==> src/rtl/rbcs_pkg.sv <==
// Package with screen geometry, palette and shared types for the scan-out block.
`timescale 1ns / 1ps

package rbcs_pkg;

   // Screen geometry.
   localparam int SCREEN_COLUMNS = 224;
   localparam int SCREEN_ROWS    = 256;
   localparam int GROUP_COUNT    = ((SCREEN_ROWS / 8) == 0) ? 1 : (SCREEN_ROWS / 8);

   // Fixed colors and base address.
   localparam logic [13:0] BITMAP_BASE = 14'h2400;
   localparam logic [15:0] BG_COLOR    = 16'hf00f;

   // Raster position captured for one request, with the addresses of the next fetch.
   typedef struct packed {
      logic [7:0]  col;
      logic [4:0]  grp;
      logic        frame_done;
      logic [13:0] next_baddr;
      logic [10:0] next_caddr;
   } raster_type;

   // Fixed eight-entry foreground palette.
   function automatic logic [15:0] palette_color(input logic [2:0] sel);
      logic [15:0] color;
      case (sel)
         3'd0: color = 16'h088f;
         3'd1: color = 16'hff00;
         3'd2: color = 16'hf00f;
         3'd3: color = 16'hff0f;
         3'd4: color = 16'hf0f0;
         3'd5: color = 16'hfff0;
         3'd6: color = 16'hf0ff;
         3'd7: color = 16'hffff;
         default: color = BG_COLOR;
      endcase
      return color;
   endfunction

endpackage

==> src/rtl/rotated_bitmap_color_scanout.sv <==
// Top level of the rotated bitmap scan-out with coarse color lookup.
// A taken request is captured in the holding register; its pixels then move to the output register.
// Throughput: one pixel per cycle while the output register is free, set by the bit counter
// that walks the eight bits of the held byte through the output register.
// A new request is taken in the cycle the eighth pixel moves to the output register.
// Synchronous active-high reset clears the counters and all valid flags.
`timescale 1ns / 1ps

module rotated_bitmap_color_scanout (
   input  logic        clock,
   input  logic        reset,
   input  logic        req_valid,
   output logic        req_ready,
   input  logic [7:0]  req_bitmap_byte,
   input  logic [7:0]  req_color_byte,
   output logic        rsp_valid,
   input  logic        rsp_ready,
   output logic [15:0] rsp_pixel_index,
   output logic [15:0] rsp_pixel_color,
   output logic        rsp_last_of_run,
   output logic        rsp_end_of_frame,
   output logic [13:0] rsp_next_bitmap_addr,
   output logic [10:0] rsp_next_color_addr
);
   import rbcs_pkg::*;

   raster_type  pos;
   raster_type  pos_ff;
   logic [7:0]  bits_ff;
   logic [2:0]  sel_ff;
   logic [2:0]  cnt_ff, cnt_in;
   logic        hold_vld_ff, hold_vld_in;
   logic        out_vld_ff, out_vld_in;
   logic        req_take;
   logic        out_free;
   logic        move;
   logic        last_bit;
   logic [7:0]  row;
   logic [15:0] flipped;
   logic [31:0] idx_wide;
   logic [15:0] pix_idx;
   logic [15:0] pix_color;

   rbcs_raster u_raster (
      .clock   (clock),
      .reset   (reset),
      .advance (req_take),
      .pos     (pos)
   );

   // Handshake: a held request moves one bit per cycle into the output register while it is free.
   always_comb begin
      out_free  = !out_vld_ff || rsp_ready;
      move      = hold_vld_ff && out_free;
      last_bit  = cnt_ff == 3'd7;
      req_ready = !hold_vld_ff || (move && last_bit);
      req_take  = req_valid && req_ready;
   end

   // Next values of the control registers.
   always_comb begin
      if (req_take) begin
         hold_vld_in = 1'b1;
         cnt_in      = 3'd0;
      end else if (move) begin
         hold_vld_in = !last_bit;
         cnt_in      = cnt_ff + 3'd1;
      end else begin
         hold_vld_in = hold_vld_ff;
         cnt_in      = cnt_ff;
      end
      out_vld_in = move || (out_vld_ff && !rsp_ready);
   end

   // Pixel position and color for the current bit.
   always_comb begin
      row       = {pos_ff.grp, cnt_ff};
      flipped   = 16'(SCREEN_ROWS - 1) - {8'd0, row};
      idx_wide  = 32'(flipped) * 32'(SCREEN_COLUMNS) + 32'(pos_ff.col);
      pix_idx   = idx_wide[15:0];
      pix_color = bits_ff[cnt_ff] ? palette_color(sel_ff) : BG_COLOR;
   end

   // Control registers.
   always_ff @(posedge clock) begin
      if (reset) begin
         hold_vld_ff <= 1'b0;
         out_vld_ff  <= 1'b0;
         cnt_ff      <= 3'd0;
      end else begin
         hold_vld_ff <= hold_vld_in;
         out_vld_ff  <= out_vld_in;
         cnt_ff      <= cnt_in;
      end
   end

   // Request holding register.
   always_ff @(posedge clock) begin
      if (req_take) begin
         bits_ff <= req_bitmap_byte;
         sel_ff  <= req_color_byte[2:0];
         pos_ff  <= pos;
      end
   end

   // Output register.
   always_ff @(posedge clock) begin
      if (move) begin
         rsp_pixel_index      <= pix_idx;
         rsp_pixel_color      <= pix_color;
         rsp_last_of_run      <= last_bit;
         rsp_end_of_frame     <= last_bit && pos_ff.frame_done;
         rsp_next_bitmap_addr <= pos_ff.next_baddr;
         rsp_next_color_addr  <= pos_ff.next_caddr;
      end
   end

   assign rsp_valid = out_vld_ff;

endmodule

==> src/rtl/rbcs_raster.sv <==
// Column and row-group counters with next-fetch address generation.
`timescale 1ns / 1ps

module rbcs_raster (
   input  logic                   clock,
   input  logic                   reset,
   input  logic                   advance,
   output rbcs_pkg::raster_type   pos
);
   import rbcs_pkg::*;

   logic [7:0]  col_ff, col_in;
   logic [4:0]  grp_ff, grp_in;
   logic        grp_wrap;
   logic        col_wrap;
   logic [12:0] offset;

   // Groups count inside a column; columns wrap at the end of the frame.
   always_comb begin
      grp_wrap = ({1'b0, grp_ff} + 6'd1) >= 6'(GROUP_COUNT);
      col_wrap = ({1'b0, col_ff} + 9'd1) >= 9'(SCREEN_COLUMNS);
      if (grp_wrap) begin
         grp_in = 5'd0;
         col_in = col_wrap ? 8'd0 : col_ff + 8'd1;
      end else begin
         grp_in = grp_ff + 5'd1;
         col_in = col_ff;
      end
   end

   // Addresses that the next fetch will use.
   always_comb begin
      offset         = {col_in, grp_in};
      pos.col        = col_ff;
      pos.grp        = grp_ff;
      pos.frame_done = grp_wrap && col_wrap;
      pos.next_baddr = BITMAP_BASE + {1'b0, offset};
      pos.next_caddr = {col_in[7:2], grp_in};
   end

   always_ff @(posedge clock) begin
      if (reset) begin
         col_ff <= 8'd0;
         grp_ff <= 5'd0;
      end else if (advance) begin
         col_ff <= col_in;
         grp_ff <= grp_in;
      end
   end

endmodule

==> config.mk <==
export PLATFORM = sky130hd
export DESIGN_NAME = rotated_bitmap_color_scanout
export DESIGN_NICKNAME = d
export VERILOG_FILES = /design/src/rtl/rbcs_pkg.sv /design/src/rtl/rotated_bitmap_color_scanout.sv /design/src/rtl/rbcs_raster.sv
export SDC_FILE = /design/constraint.sdc
export NUM_CORES = 1
export LEC_CHECK = 0
export ABC_AREA = 1
export BUFFER_PORTS_ARGS = -buffer_cell sky130_fd_sc_hd__buf_2
export CAP_MARGIN = 30
export CORE_MARGIN = 3
export CORE_UTILIZATION = 33
export CTS_CLUSTER_SIZE = 10
export DETAILED_ROUTE_END_ITERATION = 6
export PLACE_DENSITY = 0.54
export SETUP_SLACK_MARGIN = 0.2
export SKIP_LAST_GASP = 1
export SLEW_MARGIN = 0
export SYNTH_ARGS = -nofsm -noshare
export SYNTH_HDL_FRONTEND = slang
export SYNTH_HIERARCHICAL = 1
export SYNTH_SLANG_ARGS = --single-unit
==> constraint.sdc <==
create_clock -name clock -period 5.6 [get_ports clock]
set_input_delay 0.28 -clock clock [delete_from_list [all_inputs] [get_ports clock]]
set_output_delay 0.28 -clock clock [all_outputs]
set_load 0.03 [all_outputs]
# ---- Word level (Yosys, flattened, before mapping)
# Memories as Yosys holds them, arrays and structs flattened. A register that Yosys moved wholly into a read port is not among the register bits.
# Cells that the tools add are included.
dict set report word_totals {
  regBits 111
  romBits 128
  inputBits 20
  output_inout_bits 61
  wordCells 54
  mem_count 1
}
dict set report op_classes {
  n_addsub 8
  mul 1
  magnitude_cmp 3
  n_eq_ne 1
  n_mux 7
  reduce_logical 16
}
# name words width read_ports rd_ports_with_merged_regs write_ports line_no
set memory_table {}
lappend memory_table {{(name not given)} 8 16 1 1 0 rbcs_pkg.sv:27} ;# case (sel)
# op count
set op_table {}
lappend op_table {{$add A16 B8 Y16} 1}
lappend op_table {{$mul A16 B3 Y11 const B} 1}
lappend op_table {{$mux W8} 2}
lappend op_table {{$add A14 B13 Y14 const A} 1}
lappend op_table {{$add A8 B1 Y9 const B} 1}
lappend op_table {{$ge A9 B8 Y1 const B} 1}
lappend op_table {{$sub A8 B8 Y9 const A} 1}
lappend op_table {{$add A8 B1 Y8 const B} 1}
lappend op_table {{$add A5 B1 Y6 const B} 1}
lappend op_table {{$ge A6 B6 Y1 const B} 1}
lappend op_table {{$logic_and A1 B1 Y1} 6}
lappend op_table {{$add A5 B1 Y5 const B} 1}
lappend op_table {{$logic_not A1 Y1} 5}
lappend op_table {{$mux W5} 1}
lappend op_table {{$lt A3 B4 Y1 const B} 1}
lappend op_table {{$add A3 B1 Y3 const B} 1}
lappend op_table {{$bmux W1 S3} 1}
lappend op_table {{$eq A3 B3 Y1 const B} 1}
lappend op_table {{$logic_or A1 B1 Y1} 3}
lappend op_table {{$mux W1} 3}
lappend op_table {{$reduce_bool A2 Y1} 1}
lappend op_table {{$reduce_or A2 Y1} 1}

# ---- Logic depth before layout (Yosys ltp)
dict set report logic_depth {
  word_depth 7
  depth_mapped 16
  mapped_depth_nobuf 16
}

# ---- Cells and area by module
# The synthesis kept the hierarchy.
# module n_inst cells_per_inst area_each_um2 seq_area_each_um2
set modules_own_cells {}
lappend modules_own_cells {rotated_bitmap_color_scanout 1 296 4241.6 3072.9}
lappend modules_own_cells {rbcs_raster 1 151 1021.0 260.2}

# ---- Worst setup path after synthesis
# Ideal clock, no wire load.
dict set report synth_path {
  kind {register -> register}
  startpoint {register cnt_ff[0]}
  endpoint {register u_raster.col_ff[0]}
  setup_time_ps 109
  t_arrival_ps 3797
  required_time_ps 5491
  setup_slack_ps 1694
  path_stages_with_launch 10
  path_buffers 2
  period_less_slack_ps 3906
  cell_sequence {dfxtp_1 ha_1 ha_1 a21oi_1 nor2_1 clkbuf_1 clkbuf_1 nand3_1 nand2_1 inv_1}
}
dict set report synth_between {
  elab_chain_len 4
}
# item line_no
set synth_rtl {}
lappend synth_rtl {{from (decl)} rotated_bitmap_color_scanout.sv:31} ;# logic [2:0] cnt_ff, cnt_in;
lappend synth_rtl {{from (signal assigned)} rotated_bitmap_color_scanout.sv:93} ;# cnt_ff <= cnt_in;
lappend synth_rtl {{$eq A3 B3 Y1} rotated_bitmap_color_scanout.sv:55} ;# last_bit = cnt_ff == 3'd7;
lappend synth_rtl {{net last_bit} rotated_bitmap_color_scanout.sv:37} ;# logic last_bit;
lappend synth_rtl {{$logic_and A1 B1 Y1} rotated_bitmap_color_scanout.sv:56} ;# req_ready = !hold_vld_ff || (move && last_bit);
lappend synth_rtl {{$logic_or A1 B1 Y1} rotated_bitmap_color_scanout.sv:56}
lappend synth_rtl {{$logic_and A1 B1 Y1} rotated_bitmap_color_scanout.sv:57} ;# req_take = req_valid && req_ready;
lappend synth_rtl {{net req_take} rotated_bitmap_color_scanout.sv:34} ;# logic req_take;
lappend synth_rtl {{to (signal assigned)} rbcs_raster.sv:46} ;# col_ff <= col_in;
lappend synth_rtl {{to (decl)} rbcs_raster.sv:12} ;# logic [7:0] col_ff, col_in;
# The timed path passes the listed nets, and every way through them passes these cells.
# A chain may end at the register's enable or synchronous reset.

# ---- Worst setup path in the final report
dict set report layout_path {
  startpoint {register cnt_ff[0]}
  endpoint {register u_raster.grp_ff[3]}
}
dict set report layout_between {
  elab_chain_len 4
}
# item line_no
set layout_rtl {}
lappend layout_rtl {{$eq A3 B3 Y1} rotated_bitmap_color_scanout.sv:55}
lappend layout_rtl {{net last_bit} rotated_bitmap_color_scanout.sv:37}
lappend layout_rtl {{$logic_and A1 B1 Y1} rotated_bitmap_color_scanout.sv:56}
lappend layout_rtl {{$logic_or A1 B1 Y1} rotated_bitmap_color_scanout.sv:56}
lappend layout_rtl {{$logic_and A1 B1 Y1} rotated_bitmap_color_scanout.sv:57}
lappend layout_rtl {{net req_take} rotated_bitmap_color_scanout.sv:34}
lappend layout_rtl {{to (signal assigned)} rbcs_raster.sv:47} ;# grp_ff <= grp_in;
lappend layout_rtl {{to (decl)} rbcs_raster.sv:13} ;# logic [4:0] grp_ff, grp_in;
# The timed path passes the listed nets, and every way through them passes these cells.

==> results.sh <==
export IMPL_slew_headroom=0.569
export IMPL_wl_um=9200
export IMPL_syn_avg_cell_area_um2=11.8
export IMPL_grt_usage=0.111
export IMPL_async_flop_share=0
export IMPL_timing_rr_start="cnt_ff[0]"
export IMPL_fillers=1494
export IMPL_critPathRequiredTime_ns=5.90
export IMPL_core_mm2=0.0154
export IMPL_holdCritStartpoint="req_bitmap_byte[1]"
export IMPL_grt_setup_unrepaired="false"
export IMPL_yosys_top_cells_area="edfxtp_1 56%, dfxtp_1 6.8%, nand2_1 5.5%, ha_1 4.3%, inv_1 4.3%"
export IMPL_ys_flop_type="edfxtp_1"
export IMPL_clockBufferDepth=2
export IMPL_worst_ir_drop_vdd_mv=0.302
export IMPL_fin_nets=570
export IMPL_vias=3250
export IMPL_start_util=0.341
export IMPL_clock_sinks=117
export IMPL_syn_area_mm2=0.00526
export IMPL_worstRegToRegCells=8
export IMPL_dpl_worst_slack_ns=2.69
export IMPL_seqCellArea_mm2=0.00333
export IMPL_cts_inserted_buffers=17
export IMPL_power_density_mw_per_mm2=387
export IMPL_synthDistinctLibCells=35
export IMPL_grt_max_degree=58
export IMPL_antenna_cells=0
export IMPL_drc=0
export IMPL_antenna_found_initial=0
export IMPL_crit_arrival_ns=3.14
export IMPL_drv_slew=0
export IMPL_drtIter0Drc=183
export IMPL_grt_overflow=0
export IMPL_drive_gt1_frac=0.252
export IMPL_cts_clk_slew_worst_paths_ns=0.05
export IMPL_rows=45
export IMPL_synthesis_nets=494
export IMPL_skew_ns=0.0114
export IMPL_postCtsResizedCells=0
export IMPL_dieArea_mm2=0.0175
export IMPL_first_pass_iters=5
export IMPL_holdBufCountCts=0
export IMPL_gp_congestion=0.828
export IMPL_cp_max_fo=57
export IMPL_postCtsSetupBuffers=0
export IMPL_seq_area_frac_synth=0.633
export IMPL_holdPathStages=1
export IMPL_h_tree_depth=4
export IMPL_fmax_mhz=352
export IMPL_setup_viol=0
export IMPL_power_leakage_nw=2.70
export IMPL_multi_input_area_mm2=0.00155
export IMPL_hold_path_class="in2reg"
export IMPL_yosys_warnings=6
export IMPL_endpoint_kind="flip-flop"
export IMPL_ys_ff_latch=117
export IMPL_whs_endpoint="bits_ff[1]"
export IMPL_grt_pass1_vias=3233
export IMPL_clockRootBuffer="clkbuf_16"
export IMPL_yosys_top_cells_count="99 x edfxtp_1, 77 x nand2_1, 60 x inv_1"
export IMPL_worst_pin_slew_ns=0.647
export IMPL_yosysTopAreaCellShare=0.565
export IMPL_io_pin_count=81
export IMPL_r2r_end="u_raster/grp_ff[3]"
export IMPL_die_h_um=132
export IMPL_crit_type="reg2reg"
export IMPL_period_share=0.507
export IMPL_die_width_um=132
export IMPL_vias_per_cell=4.35
export IMPL_r2r_slack_ns=2.76
export IMPL_hold_viol=0
export IMPL_fin_setup_tns_ns=0
export IMPL_synth_area_leader_cell="edfxtp_1"
export IMPL_cp_start_kind="flip-flop"
export IMPL_syn_inst=447
export IMPL_avgRoutedWirePerCell_um=12.3
export IMPL_final_setup_worst_slack_ns=2.76
export IMPL_insertion_delay_ns=0.41
export IMPL_maxCapViolations=0
export IMPL_status="finished, final reports clean"
export IMPL_period_minus_slack_ns=2.84
export IMPL_portBuffers=75
export IMPL_synth_edf_count=99
export IMPL_place_hpwl_um=6590
export IMPL_synth_most_common_cell="edfxtp_1"
export IMPL_cts_tree="yes"
export IMPL_grt_pass1_wl_um=15400
export IMPL_area_growth_pct=21.4
export IMPL_ant_nets=0
-- placed cells by master (no fill, tap or decap), types with 2 or more instances in the layout --
cell type  instances
a21oi_1           21
buf_2             75
bufinv_16          3
clkbuf_1           3
clkbuf_16         17
clkbuf_8           2
clkinv_1           2
clkinv_2           5
dfxtp_1           18
edfxtp_1          99
fa_1               9
ha_1              18
inv_1             59
inv_2              4
nand2_1           77
nand2_2            5
nand2_4            4
nand3_1           27
nand3_2            3
nand4_1            6
nor2_1            22
nor2_2             4
nor2_4             3
o211ai_1           2
o21ai_0           19
o21ai_2            2
o21bai_1           2
xnor2_1            2
xor2_1            10
-- report_power, final --
part           total, W  internal [W]  switching [W]
Sequential      0.00105       0.00103      0.0000264
Clock           0.00109      0.000718       0.000368
Combinational  0.000332      0.000102       0.000230
-- worst max-delay path: stages (launching register included) --
cell and delay (ns):
dfxtp_1 0.49, ha_1 0.21, ha_1 0.23, a21oi_1 0.14, nor2_4 0.31, buf_4 0.59
clkinv_1 0.44, o21ai_0 0.27, inv_1 0.05
-- per-stage QoR --
step           power [W]   util  instance area (um^2)  instances  hold WS (ns)
6_report         0.00247  0.414                  6390        747        0.0485
3_3_place_gp     0.00140  0.374                  5770        714         0.405
2_1_floorplan    0.00133      -                  5260        447         0.349
3_5_place_dp     0.00141  0.376                  5790        715         0.405
4_1_cts          0.00251  0.414                  6390        747        0.0228
5_1_grt          0.00259  0.414                  6390        747        0.0232
-- worst max-delay path by stage --
stage | from | endpoint | slack [ns] | cells after the start
after detailed placement | cnt_ff[0] | u_raster/grp_ff[0] | 2.69 | 8
after floorplan | cnt_ff[0] | u_raster/col_ff[0] | 1.69 | 9
after CTS | cnt_ff[0] | u_raster/grp_ff[0] | 2.68 | 8
after global placement | cnt_ff[0] | u_raster/grp_ff[0] | 2.77 | 8
after global routing | cnt_ff[1] | u_raster/grp_ff[0] | 2.38 | 8
final | cnt_ff[0] | u_raster/grp_ff[3] | 2.76 | 8
-- cell families (layout without fill, tap and decap cells) --
family / count (synthesis) / in the layout / synth area share
simple gates: 157 / 157 / 0.143
buf+inv: 85 / 174 / 0.0737
flops: 117 / 117 / 0.633
xor+xnor: 12 / 12 / 0.0200
compound gates: 49 / 49 / 0.0530
fa+ha+maj: 27 / 27 / 0.0770
-- cell type report --
cell class / count / share of cell area
Sequential cell: 117 / 0.522
Multi-Input combinational cell: 245 / 0.242
Clock buffer: 22 / 0.0727
Timing Repair Buffer: 77 / 0.0631
Tap cell: 211 / 0.0413
Inverter: 65 / 0.0384
Clock inverter: 10 / 0.0204
-- routing by layer --
layer	wire, um	vias up	track usage
met1	4180	1521	0.134
li1	-	1641	-
met5	0	-	0
met4	128	0	0.0525
met3	452	10	0.0385
met2	4440	78	0.180
-- registers in the layout, summed over array words and instances (netlist names), 5 cells and up --
| name | count |
|---|---|
| u_raster/grp_ff | 5 |
| bits_ff | 8 |
| rsp_pixel_color | 6 |
| rsp_next_bitmap_addr | 14 |
| rsp_next_color_addr | 11 |
| rsp_pixel_index | 16 |
| pos_ff | 39 |
| u_raster/col_ff | 8 |
No activity file was read; power rests on OpenSTA's default activity.
